## src/hdl/request_line_parser_macros.svh

```systemverilog
// Assertion macros used by the request line parser RTL
`ifndef REQUEST_LINE_PARSER_MACROS_SVH
`define REQUEST_LINE_PARSER_MACROS_SVH

// Same-cycle implication, sampled on clk_i, quiet while rst_ni is low
`define RLP_ASSERT_IMPL(name, ante, cons, msg) \
  name: assert property (@(posedge clk_i) disable iff (!rst_ni) (ante) |-> (cons)) \
    else $error(msg);

// Next-cycle implication, sampled on clk_i, quiet while rst_ni is low
`define RLP_ASSERT_NEXT(name, ante, cons, msg) \
  name: assert property (@(posedge clk_i) disable iff (!rst_ni) (ante) |=> (cons)) \
    else $error(msg);

`endif

```

## src/hdl/rlp_pkg.sv

```systemverilog
// Types and constants of the request line parser
`timescale 1ns / 1ps

package rlp_pkg;

  localparam int unsigned CHAR_W = 21;
  localparam int unsigned ACC_W  = 16;
  localparam int unsigned VER_W  = 15;
  localparam int unsigned REASON_W = 3;
  localparam int unsigned CFG_IDX_W = 2;

  // Configuration register indexes
  localparam logic [CFG_IDX_W-1:0] CFG_MAJOR = 2'd0;
  localparam logic [CFG_IDX_W-1:0] CFG_MINOR = 2'd1;
  localparam logic [CFG_IDX_W-1:0] CFG_PATCH = 2'd2;

  // Item kinds
  localparam logic KIND_CHAR    = 1'b0;
  localparam logic KIND_RESTART = 1'b1;

  // Commands
  localparam logic CMD_FOF    = 1'b0;
  localparam logic CMD_ISSING = 1'b1;

  // Character codes (upper case letters; lower case is +0x20)
  localparam logic [CHAR_W-1:0] CH_M     = 21'h4D;
  localparam logic [CHAR_W-1:0] CH_P     = 21'h50;
  localparam logic [CHAR_W-1:0] CH_SLASH = 21'h2F;
  localparam logic [CHAR_W-1:0] CH_DOT   = 21'h2E;
  localparam logic [CHAR_W-1:0] CH_O     = 21'h4F;
  localparam logic [CHAR_W-1:0] CH_F     = 21'h46;
  localparam logic [CHAR_W-1:0] CH_S     = 21'h53;
  localparam logic [CHAR_W-1:0] CH_I     = 21'h49;
  localparam logic [CHAR_W-1:0] CH_N     = 21'h4E;
  localparam logic [CHAR_W-1:0] CH_G     = 21'h47;
  localparam logic [CHAR_W-1:0] CH_SPACE = 21'h20;
  localparam logic [CHAR_W-1:0] CH_TAB   = 21'h09;
  localparam logic [CHAR_W-1:0] CH_CR    = 21'h0D;
  localparam logic [CHAR_W-1:0] CH_ZERO  = 21'h30;
  localparam logic [CHAR_W-1:0] CH_NINE  = 21'h39;
  localparam logic [CHAR_W-1:0] CASE_OFS = 21'h20;

  typedef enum logic [4:0] {
    ST_M      = 5'd0,
    ST_P1     = 5'd1,
    ST_P2     = 5'd2,
    ST_SLASH  = 5'd3,
    ST_MAJOR  = 5'd4,
    ST_MINOR  = 5'd5,
    ST_PATCH  = 5'd6,
    ST_VERB   = 5'd7,
    ST_FOF_O  = 5'd8,
    ST_FOF_F  = 5'd9,
    ST_IS_S1  = 5'd10,
    ST_IS_S2  = 5'd11,
    ST_IS_I2  = 5'd12,
    ST_IS_N   = 5'd13,
    ST_IS_G   = 5'd14,
    ST_SPACE  = 5'd15,
    ST_HEADER = 5'd16
  } rlp_state_e;

  typedef enum logic [REASON_W-1:0] {
    WHY_NONE   = 3'd0,
    WHY_BADREQ = 3'd1,
    WHY_MAJOR  = 3'd2,
    WHY_MINOR  = 3'd3,
    WHY_PATCH  = 3'd4,
    WHY_VERB   = 3'd5
  } rlp_reason_e;

endpackage

```

## src/hdl/rlp_req_if.sv

```systemverilog
// Input channel: one character or restart item
`timescale 1ns / 1ps

interface rlp_req_if import rlp_pkg::*; ();
  logic              valid;
  logic              ready;
  logic              kind;
  logic [CHAR_W-1:0] char_code;

  modport source (output valid, kind, char_code, input ready);
  modport sink   (input valid, kind, char_code, output ready);
endinterface

// Output channel: one parse result item
interface rlp_rsp_if import rlp_pkg::*; ();
  logic                valid;
  logic                ready;
  logic                status;
  logic [REASON_W-1:0] fail_reason;
  logic                command_valid;
  logic                command;

  modport source (output valid, status, fail_reason, command_valid, command, input ready);
  modport sink   (input valid, status, fail_reason, command_valid, command, output ready);
endinterface

```

## src/hdl/request_line_parser.sv

```systemverilog
// Request line parser top level: input register, parse step, result register
`timescale 1ns / 1ps
`include "request_line_parser_macros.svh"

// Request line parser. Takes one item per clock unless the result side stalls:
// a character of the request line (protocol name, slash, major.minor.patch,
// whitespace, verb FOF or ISSING in any case, whitespace) or a restart. Every
// item gives exactly one result: need-more, or malformed with a reason code;
// the whitespace after the verb also reports the command. Throughput is one
// item per cycle while results are taken, set by the parse state and number
// accumulator, which update once per item. An accepted item is held in the
// input register; its result is loaded into the result register once that is
// free and offered from then on. While the result is held off, the input
// register keeps one more item and the input then stalls. The user is to write
// the version registers through the cfg port only while no item is in flight;
// the block does not enforce this. After reset major is 1, the rest 0.
module request_line_parser import rlp_pkg::*; (
  input  logic                 clk_i,
  input  logic                 rst_ni,
  input  logic                 cfg_we_i,
  input  logic [CFG_IDX_W-1:0] cfg_idx_i,
  input  logic [VER_W-1:0]     cfg_data_i,
  rlp_req_if.sink              req_i,
  rlp_rsp_if.source            rsp_o
);

  // Configuration registers
  logic [VER_W-1:0] exp_major_q, exp_minor_q, exp_patch_q;

  // Input register
  logic              in_valid_q;
  logic              in_kind_q;
  logic [CHAR_W-1:0] in_char_q;

  // Parser state
  rlp_state_e       state_q, state_d;
  logic             issing_q, issing_d;
  logic [ACC_W-1:0] acc_q, acc_d;

  // Result register
  logic                out_valid_q;
  logic                out_status_q, out_status_d;
  logic [REASON_W-1:0] out_reason_q;
  logic                out_cmd_valid_q, out_cmd_valid_d;
  logic                out_cmd_q, out_cmd_d;

  rlp_reason_e why;
  logic        out_free;
  logic        step;
  logic        in_take;

  // Character classes and helpers
  logic             is_digit, is_space, num_ok, num_end;
  logic [ACC_W+3:0] acc_next;
  logic [ACC_W-1:0] acc_sat;
  logic [ACC_W-1:0] num_exp;
  rlp_reason_e      num_why;
  rlp_state_e       num_next;

  function automatic logic letter_is(logic [CHAR_W-1:0] c, logic [CHAR_W-1:0] up);
    return (c == up) || (c == up + CASE_OFS);
  endfunction

  // Handshake
  assign out_free    = !out_valid_q || rsp_o.ready;
  assign step        = in_valid_q && out_free;
  assign req_i.ready = !in_valid_q || out_free;
  assign in_take     = req_i.valid && req_i.ready;

  // Configuration writes
  always_ff @(posedge clk_i or negedge rst_ni) begin
    if (!rst_ni) begin
      exp_major_q <= VER_W'(1);
      exp_minor_q <= '0;
      exp_patch_q <= '0;
    end else if (cfg_we_i) begin
      unique case (cfg_idx_i)
        CFG_MAJOR: exp_major_q <= cfg_data_i;
        CFG_MINOR: exp_minor_q <= cfg_data_i;
        CFG_PATCH: exp_patch_q <= cfg_data_i;
        default: ;
      endcase
    end
  end

  // Input register
  always_ff @(posedge clk_i or negedge rst_ni) begin
    if (!rst_ni) begin
      in_valid_q <= 1'b0;
    end else if (req_i.ready) begin
      in_valid_q <= req_i.valid;
    end
  end

  always_ff @(posedge clk_i) begin
    if (in_take) begin
      in_kind_q <= req_i.kind;
      in_char_q <= req_i.char_code;
    end
  end

  // Character classes, ASCII only
  assign is_digit = (in_char_q >= CH_ZERO) && (in_char_q <= CH_NINE);
  assign is_space = (in_char_q == CH_SPACE) || ((in_char_q >= CH_TAB) && (in_char_q <= CH_CR));

  // Saturating acc * 10 + digit; the low nibble of an ASCII digit is its value
  assign acc_next = ({4'b0, acc_q} << 3) + ({4'b0, acc_q} << 1)
                    + (ACC_W+4)'(in_char_q[3:0]);
  assign acc_sat  = (|acc_next[ACC_W+3:ACC_W]) ? '1 : acc_next[ACC_W-1:0];

  // Number field terminator and compare, per version field
  always_comb begin
    num_end  = 1'b0;
    num_exp  = '0;
    num_why  = WHY_BADREQ;
    num_next = state_q;
    case (state_q)
      ST_MAJOR: begin
        num_end  = (in_char_q == CH_DOT);
        num_exp  = {1'b0, exp_major_q};
        num_why  = WHY_MAJOR;
        num_next = ST_MINOR;
      end
      ST_MINOR: begin
        num_end  = (in_char_q == CH_DOT);
        num_exp  = {1'b0, exp_minor_q};
        num_why  = WHY_MINOR;
        num_next = ST_PATCH;
      end
      ST_PATCH: begin
        num_end  = is_space;
        num_exp  = {1'b0, exp_patch_q};
        num_why  = WHY_PATCH;
        num_next = ST_VERB;
      end
      default: ;
    endcase
  end

  assign num_ok = (acc_q == num_exp);

  // Next state of the parser (used only on an item that is a character)
  always_comb begin
    state_d  = state_q;
    issing_d = issing_q;
    acc_d    = acc_q;
    unique case (state_q)
      ST_M:     if (in_char_q == CH_M) state_d = ST_P1;
      ST_P1:    if (in_char_q == CH_P) state_d = ST_P2;
      ST_P2:    if (in_char_q == CH_P) state_d = ST_SLASH;
      ST_SLASH: begin
        if (in_char_q == CH_SLASH) begin
          state_d = ST_MAJOR;
          acc_d   = '0;
        end
      end
      ST_MAJOR, ST_MINOR, ST_PATCH: begin
        if (is_digit) begin
          acc_d = acc_sat;
        end else if (num_end && num_ok) begin
          acc_d   = '0;
          state_d = num_next;
        end
      end
      ST_VERB: begin
        if (letter_is(in_char_q, CH_F)) begin
          issing_d = CMD_FOF;
          state_d  = ST_FOF_O;
        end else if (letter_is(in_char_q, CH_I)) begin
          issing_d = CMD_ISSING;
          state_d  = ST_IS_S1;
        end
      end
      ST_FOF_O: if (letter_is(in_char_q, CH_O)) state_d = ST_FOF_F;
      ST_FOF_F: if (letter_is(in_char_q, CH_F)) state_d = ST_SPACE;
      ST_IS_S1: if (letter_is(in_char_q, CH_S)) state_d = ST_IS_S2;
      ST_IS_S2: if (letter_is(in_char_q, CH_S)) state_d = ST_IS_I2;
      ST_IS_I2: if (letter_is(in_char_q, CH_I)) state_d = ST_IS_N;
      ST_IS_N:  if (letter_is(in_char_q, CH_N)) state_d = ST_IS_G;
      ST_IS_G:  if (letter_is(in_char_q, CH_G)) state_d = ST_SPACE;
      ST_SPACE: if (is_space) state_d = ST_HEADER;
      default: ;
    endcase
    // An error leaves the parser untouched
    if (why != WHY_NONE) begin
      state_d  = state_q;
      issing_d = issing_q;
      acc_d    = acc_q;
    end
  end

  // Result of the current character
  always_comb begin
    why             = WHY_NONE;
    out_cmd_valid_d = 1'b0;
    out_cmd_d       = CMD_FOF;
    unique case (state_q)
      ST_M:     if (in_char_q != CH_M) why = WHY_BADREQ;
      ST_P1:    if (in_char_q != CH_P) why = WHY_BADREQ;
      ST_P2:    if (in_char_q != CH_P) why = WHY_BADREQ;
      ST_SLASH: if (in_char_q != CH_SLASH) why = WHY_BADREQ;
      ST_MAJOR, ST_MINOR, ST_PATCH: begin
        if (is_digit) why = WHY_NONE;
        else if (num_end) why = num_ok ? WHY_NONE : num_why;
        else why = WHY_BADREQ;
      end
      ST_VERB: begin
        if (!letter_is(in_char_q, CH_F) && !letter_is(in_char_q, CH_I)) why = WHY_VERB;
      end
      ST_FOF_O: if (!letter_is(in_char_q, CH_O)) why = WHY_BADREQ;
      ST_FOF_F: if (!letter_is(in_char_q, CH_F)) why = WHY_BADREQ;
      ST_IS_S1: if (!letter_is(in_char_q, CH_S)) why = WHY_BADREQ;
      ST_IS_S2: if (!letter_is(in_char_q, CH_S)) why = WHY_BADREQ;
      ST_IS_I2: if (!letter_is(in_char_q, CH_I)) why = WHY_BADREQ;
      ST_IS_N:  if (!letter_is(in_char_q, CH_N)) why = WHY_BADREQ;
      ST_IS_G:  if (!letter_is(in_char_q, CH_G)) why = WHY_BADREQ;
      ST_SPACE: begin
        if (is_space) begin
          out_cmd_valid_d = 1'b1;
          out_cmd_d       = issing_q;
        end else begin
          why = WHY_BADREQ;
        end
      end
      default: ;
    endcase
    // A restart always answers need-more
    if (in_kind_q == KIND_RESTART) begin
      why             = WHY_NONE;
      out_cmd_valid_d = 1'b0;
      out_cmd_d       = CMD_FOF;
    end
    out_status_d = (why != WHY_NONE);
  end

  // Parser state registers
  always_ff @(posedge clk_i or negedge rst_ni) begin
    if (!rst_ni) begin
      state_q  <= ST_M;
      issing_q <= 1'b0;
      acc_q    <= '0;
    end else if (step) begin
      if (in_kind_q == KIND_RESTART) begin
        state_q  <= ST_M;
        issing_q <= 1'b0;
        acc_q    <= '0;
      end else begin
        state_q  <= state_d;
        issing_q <= issing_d;
        acc_q    <= acc_d;
      end
    end
  end

  // Result register
  always_ff @(posedge clk_i or negedge rst_ni) begin
    if (!rst_ni) begin
      out_valid_q <= 1'b0;
    end else if (out_free) begin
      out_valid_q <= in_valid_q;
    end
  end

  always_ff @(posedge clk_i) begin
    if (step) begin
      out_status_q    <= out_status_d;
      out_reason_q    <= why;
      out_cmd_valid_q <= out_cmd_valid_d;
      out_cmd_q       <= out_cmd_d;
    end
  end

  assign rsp_o.valid         = out_valid_q;
  assign rsp_o.status        = out_status_q;
  assign rsp_o.fail_reason   = out_reason_q;
  assign rsp_o.command_valid = out_cmd_valid_q;
  assign rsp_o.command       = out_cmd_q;

  // Checks
  `RLP_ASSERT_IMPL(a_status_reason, rsp_o.valid,
                   rsp_o.status == (rsp_o.fail_reason != WHY_NONE),
                   "status and fail reason disagree")
  `RLP_ASSERT_IMPL(a_cmd_no_err, rsp_o.valid && rsp_o.command_valid, !rsp_o.status,
                   "command reported with an error")
  `RLP_ASSERT_NEXT(a_err_holds, step && in_kind_q == KIND_CHAR && why != WHY_NONE,
                   $stable(state_q) && $stable(acc_q) && $stable(issing_q),
                   "parser state moved on an error")
  `RLP_ASSERT_NEXT(a_cmd_header, step && in_kind_q == KIND_CHAR && out_cmd_valid_d,
                   state_q == ST_HEADER,
                   "command reported without entering the header state")
  `RLP_ASSERT_NEXT(a_restart_clears, step && in_kind_q == KIND_RESTART,
                   state_q == ST_M && acc_q == '0 && !issing_q,
                   "restart did not clear the parser")

endmodule

```

## src/flat_wrapper.sv

```systemverilog
// flat-port wrapper written by rule: the top's interface ports become plain ports
module request_line_parser_flat import rlp_pkg::*;
  (clk_i, rst_ni, cfg_we_i, cfg_idx_i, cfg_data_i, req_i_valid, req_i_kind, req_i_char_code, req_i_ready, rsp_o_valid, rsp_o_status, rsp_o_fail_reason, rsp_o_command_valid, rsp_o_command, rsp_o_ready);
  rlp_req_if req_i_i ();
  rlp_rsp_if rsp_o_i ();
  input  logic clk_i;
  input  logic rst_ni;
  input  logic cfg_we_i;
  input  logic [CFG_IDX_W-1:0] cfg_idx_i;
  input  logic [VER_W-1:0] cfg_data_i;
  input wire logic [$bits(req_i_i.valid)-1:0] req_i_valid;
  input wire logic [$bits(req_i_i.kind)-1:0] req_i_kind;
  input wire logic [$bits(req_i_i.char_code)-1:0] req_i_char_code;
  output wire logic [$bits(req_i_i.ready)-1:0] req_i_ready;
  output wire logic [$bits(rsp_o_i.valid)-1:0] rsp_o_valid;
  output wire logic [$bits(rsp_o_i.status)-1:0] rsp_o_status;
  output wire logic [$bits(rsp_o_i.fail_reason)-1:0] rsp_o_fail_reason;
  output wire logic [$bits(rsp_o_i.command_valid)-1:0] rsp_o_command_valid;
  output wire logic [$bits(rsp_o_i.command)-1:0] rsp_o_command;
  input wire logic [$bits(rsp_o_i.ready)-1:0] rsp_o_ready;
  assign req_i_i.valid = req_i_valid;
  assign req_i_i.kind = req_i_kind;
  assign req_i_i.char_code = req_i_char_code;
  assign req_i_ready = req_i_i.ready;
  assign rsp_o_valid = rsp_o_i.valid;
  assign rsp_o_status = rsp_o_i.status;
  assign rsp_o_fail_reason = rsp_o_i.fail_reason;
  assign rsp_o_command_valid = rsp_o_i.command_valid;
  assign rsp_o_command = rsp_o_i.command;
  assign rsp_o_i.ready = rsp_o_ready;
  request_line_parser u_core (.clk_i(clk_i), .rst_ni(rst_ni), .cfg_we_i(cfg_we_i), .cfg_idx_i(cfg_idx_i), .cfg_data_i(cfg_data_i), .req_i(req_i_i), .rsp_o(rsp_o_i));
endmodule
```

## config.mk

```make
export PLATFORM = sky130hd
export DESIGN_NAME = request_line_parser_flat
export DESIGN_NICKNAME = d
export VERILOG_FILES = /design/src/hdl/rlp_pkg.sv /design/src/hdl/rlp_req_if.sv /design/src/hdl/request_line_parser.sv /design/src/flat_wrapper.sv
export VERILOG_INCLUDE_DIRS = /design/src /design/src/hdl
export SDC_FILE = /design/constraint.sdc
export NUM_CORES = 1
export LEC_CHECK = 0
export ABC_AREA = 0
export CAP_MARGIN = 0
export CORE_AREA = 2 2 115 106
export CTS_CLUSTER_SIZE = 28
export DETAILED_ROUTE_END_ITERATION = 10
export DIE_AREA = 0 0 117 108
export DONT_BUFFER_PORTS = 1
export PLACE_DENSITY = 0.69
export SLEW_MARGIN = 10
export SYNTH_ARGS = -nofsm -noshare
export SYNTH_HDL_FRONTEND = slang
export SYNTH_SLANG_ARGS = --single-unit
```

## constraint.sdc

```tcl
create_clock -name clk_i -period 6 [get_ports clk_i]
set_input_delay 1.2 -clock clk_i [delete_from_list [all_inputs] [get_ports clk_i]]
set_output_delay 1.2 -clock clk_i [all_outputs]
set_load 0.02 [all_outputs]
```

==> key figures <==
Final layout
  • Share of layout cells above drive strength 1: 16.8%
  • Layout Cells excl Fill: 728
  • Reg area: 0.00257 mm²
  • Multi-input logic area: 0.00331 mm²
  • Inserted Diodes: 0
  • Fin util: 57.5%
  • Number of fill cells: 972
  • Layout area overhead: 6.47%
  • Total Nets Final: 644
  • Commonest non-fill, non-tap cell in the layout: dfrtp_1
  • Most frequent cells in the layout: 68 x dfrtp_1, 49 x mux2_2, 47 x nor2_1

Worst setup path
  • Slowest stage delay, CP: 0.87 ns
  • R2R depth: 10
  • R2r endpoint: u_core.acc_q[15]
  • Worst Path Required: 6.27 ns
  • Worst Path Arrival: 4.15 ns
  • Number of cells on the critical path: 10
  • Worst path slowest cell: nor2b_1
  • Top delay family on crit path: simple AND/OR/NAND/NOR gates
  • FF-to-FF setup slack: 2.12 ns
  • R2r startpoint: u_core.state_q[0]
  • CP max FO: 16
  • CP Cell Sequence: nor2b_1 > a2bb2oi_1 > or4b_1 > o41ai_1 > o221a_2 > and4_1 > o21a_4 > inv_4 > or4_4 > o22ai_1
  • Setup crit start kind: flop
  • CP Buf/Inv Count: 1
  • Setup crit start: u_core.state_q[0]
  • Crit path capture type: flop
  • Critical path class: flop to flop
  • CP endpoint: u_core.acc_q[15]

Power
  • Peak supply drop: 0.327 mV
  • PD cells: 323 mW/mm²
  • Lkg Pwr: 0.00263 µW

Clock network
  • Clk sink count: 97
  • Cts-stage hold buffer count: 0
  • CTS Root Cell: clkbuf_16
  • Clk slew on worst S/H paths: 0.06 ns
  • Clock tree from TritonCTS: done
  • Worst-Skew Late Latency: 0.36 ns
  • Max clock buf depth: 2
  • Post-cts resize count: 0
  • Setup repair bufs after CTS: 0
  • H-tree depth: 3
  • CTS Buf Count: 9

Logic synthesis
  • Total of warnings raised by yosys: 0
  • Synth Register Bits: 97
  • Mapped Cells: 580
  • Top_reg_cell synth: dfrtp_1
  • Syn Area/Cell: 10.6 µm²
  • Fraction of synthesis flops using an asynchronous set or reset pin: 71.1%
  • Distinct cells, synth: 77
  • Area of the mapped netlist: 0.00613 mm²
  • Post-synth net total: 657
  • Post-synth EDFFs: 28
  • Seq/Total Area, Yosys: 41.9%

Floorplan
  • Die Footprint: 0.0126 mm²
  • Starting density of the core: 54.0%
  • Row cnt: 37
  • Num ports: 52
  • DIE WIDTH: 117 µm
  • Core Area: 0.0113 mm²
  • Die Y: 108 µm

STA
  • Fin. max-slew vios: 0
  • Slew Limit Headroom: 24.2%
  • RSZ-0062 raised after global routing: false
  • Tmin final: 3.88 ns
  • Worst-margin pin slew: 1.13 ns
  • Sum Neg Setup Slack: 0 ns
  • Clock skew: 0.00840 ns
  • Hold Vio Cnt, Final: 0
  • Final Setup Violations: 0
  • Tcrit/Tclk final: 64.6%
  • Fmax: 258 MHz

Route
  • Detailed-router iteration count before antenna repair: 5
  • Via count: 4590
  • Violation count after the first detailed-route iteration: 305
  • Vias per inst: 6.30
  • # DRC: 0
  • Final ANT Viol Nets: 0
  • WL final: 13500 µm
  • Routed len/inst: 18.5 µm

Status
  • Outcome: finished clean

Global routing
  • Gr usage total: 23.1%
  • Vias in the first global route: 4553
  • Pin count of the biggest net entering global routing: 70
  • Initial antenna violation count: 0
  • Global route overflow: 0
  • Global-route wire length before repair: 22400 µm

Flow run
  • Max_cap viols: 0

Placement
  • PortBufs: 0
  • DP Cell Count: 712
  • RePlAce Congestion: 0.907
  • Dpl hpwl: 9940 µm

Min path
  • Hold depth: 1
  • Worst Hold Class: flop to flop
==> sequential cells by signal (all words and copies together) (netlist names), 3 cells and up <==
register	flops
u_core.acc_q	16
u_core.exp_major_q	15
u_core.in_char_q	21
u_core.exp_patch_q	15
u_core.state_q	5
u_core.rsp_o.fail_reason	3
u_core.exp_minor_q	15
==> final cells by class <==
cell class | count | share of cell area (%)
Tap cell | 156 | 2.99
Clock buffer | 12 | 4.26
Inverter | 24 | 1.42
Multi-Input combinational cell | 429 | 50.7
Clock inverter | 4 | 0.518
Sequential cell | 97 | 39.4
Timing Repair Buffer | 6 | 0.690
==> report_power, final <==
part / leakage, µW / total, µW / internal (µW) / switching (µW)
clock: 0.000150 / 575 / 331 / 245
sequential: 0.00112 / 846 / 773 / 72.8
combinational: 0.00136 / 685 / 285 / 400
==> cells in the mapped netlist, types with 5 or more instances <==
cell,n,area [µm²]
nand4_1,5,31.3
nand3_1,13,65.1
nor3b_1,6,45.0
o31ai_1,8,60.1
inv_1,23,86.3
mux2_2,49,552
a2bb2oi_1,5,43.8
clkbuf_1,14,52.6
a21oi_1,25,125
nor4_1,7,43.8
nand3b_1,9,67.6
dfrtp_1,68,1700
o21ai_0,25,125
or3_1,6,37.5
nand2_1,20,75.1
o2bb2ai_1,5,43.8
nor2b_1,11,68.8
edfxtp_1,28,841
o21a_1,6,45.0
mux2i_1,15,150
o22ai_1,8,50.1
nor2_1,47,176
a211oi_1,5,37.5
o22ai_2,10,125
xnor2_1,13,114
nand2b_1,6,37.5
buf_2,11,55.1
a21o_1,5,37.5
ha_1,31,388
nor3_1,9,45.0
==> metal layers <==
layer | GRT usage, % | wire length, µm | vias up
met5 | 0 | 0 | -
met4 | 8.40 | 282 | 0
met1 | 29.3 | 5740 | 2236
met3 | 6.33 | 891 | 24
met2 | 37.9 | 6560 | 150
li1 | - | - | 2180
==> per-stage QoR <==
stage          instance area, µm²  total power (µW)  worst slack [ns]  hold slack (ns)
6_report                     6520              2110              2.12            0.493
5_1_grt                      6520              2230              1.85            0.520
4_1_cts                      6520              2120              2.14            0.494
3_5_place_dp                 6210              1530              2.17            0.489
3_3_place_gp                 6210              1520              2.30            0.472
2_1_floorplan                6130              1400              2.56            0.449
==> worst min-delay path by stage <==
| stage | startpoint | end | slack [ns] |
|---|---|---|---|
| global route | rst_ni | u_core.exp_patch_q[7] | 0.52 |
| detailed placement | u_core.in_valid_q | u_core.rsp_o.valid | 0.49 |
| finish | u_core.in_valid_q | u_core.rsp_o.valid | 0.49 |
| global placement | u_core.in_valid_q | u_core.rsp_o.valid | 0.47 |
| floorplan | u_core.in_valid_q | u_core.rsp_o.valid | 0.45 |
| CTS | u_core.in_valid_q | u_core.rsp_o.valid | 0.49 |
==> worst reg2reg max path, stage by stage (launching register included) <==
cell and delay, ns:
dfrtp_1 0.37, nor2b_1 0.87, a2bb2oi_1 0.28, or4b_1 0.55
o41ai_1 0.09, o221a_2 0.28, and4_1 0.24, o21a_4 0.18
inv_4 0.06, or4_4 0.66, o22ai_1 0.22
==> cells by family (layout without fill, tap and decap cells) <==
logic type      count (synthesis)  count (layout)  synth area share (%)
simple gates                  170             170                  15.5
fa+ha+maj                      33              33                  6.98
xor+xnor                       15              15                  2.14
buf+inv                        54              46                  4.12
flops                          97              97                  41.9
mux                            64              64                  11.5
compound gates                147             147                  17.8
No activity file was read; power rests on OpenSTA's default activity.
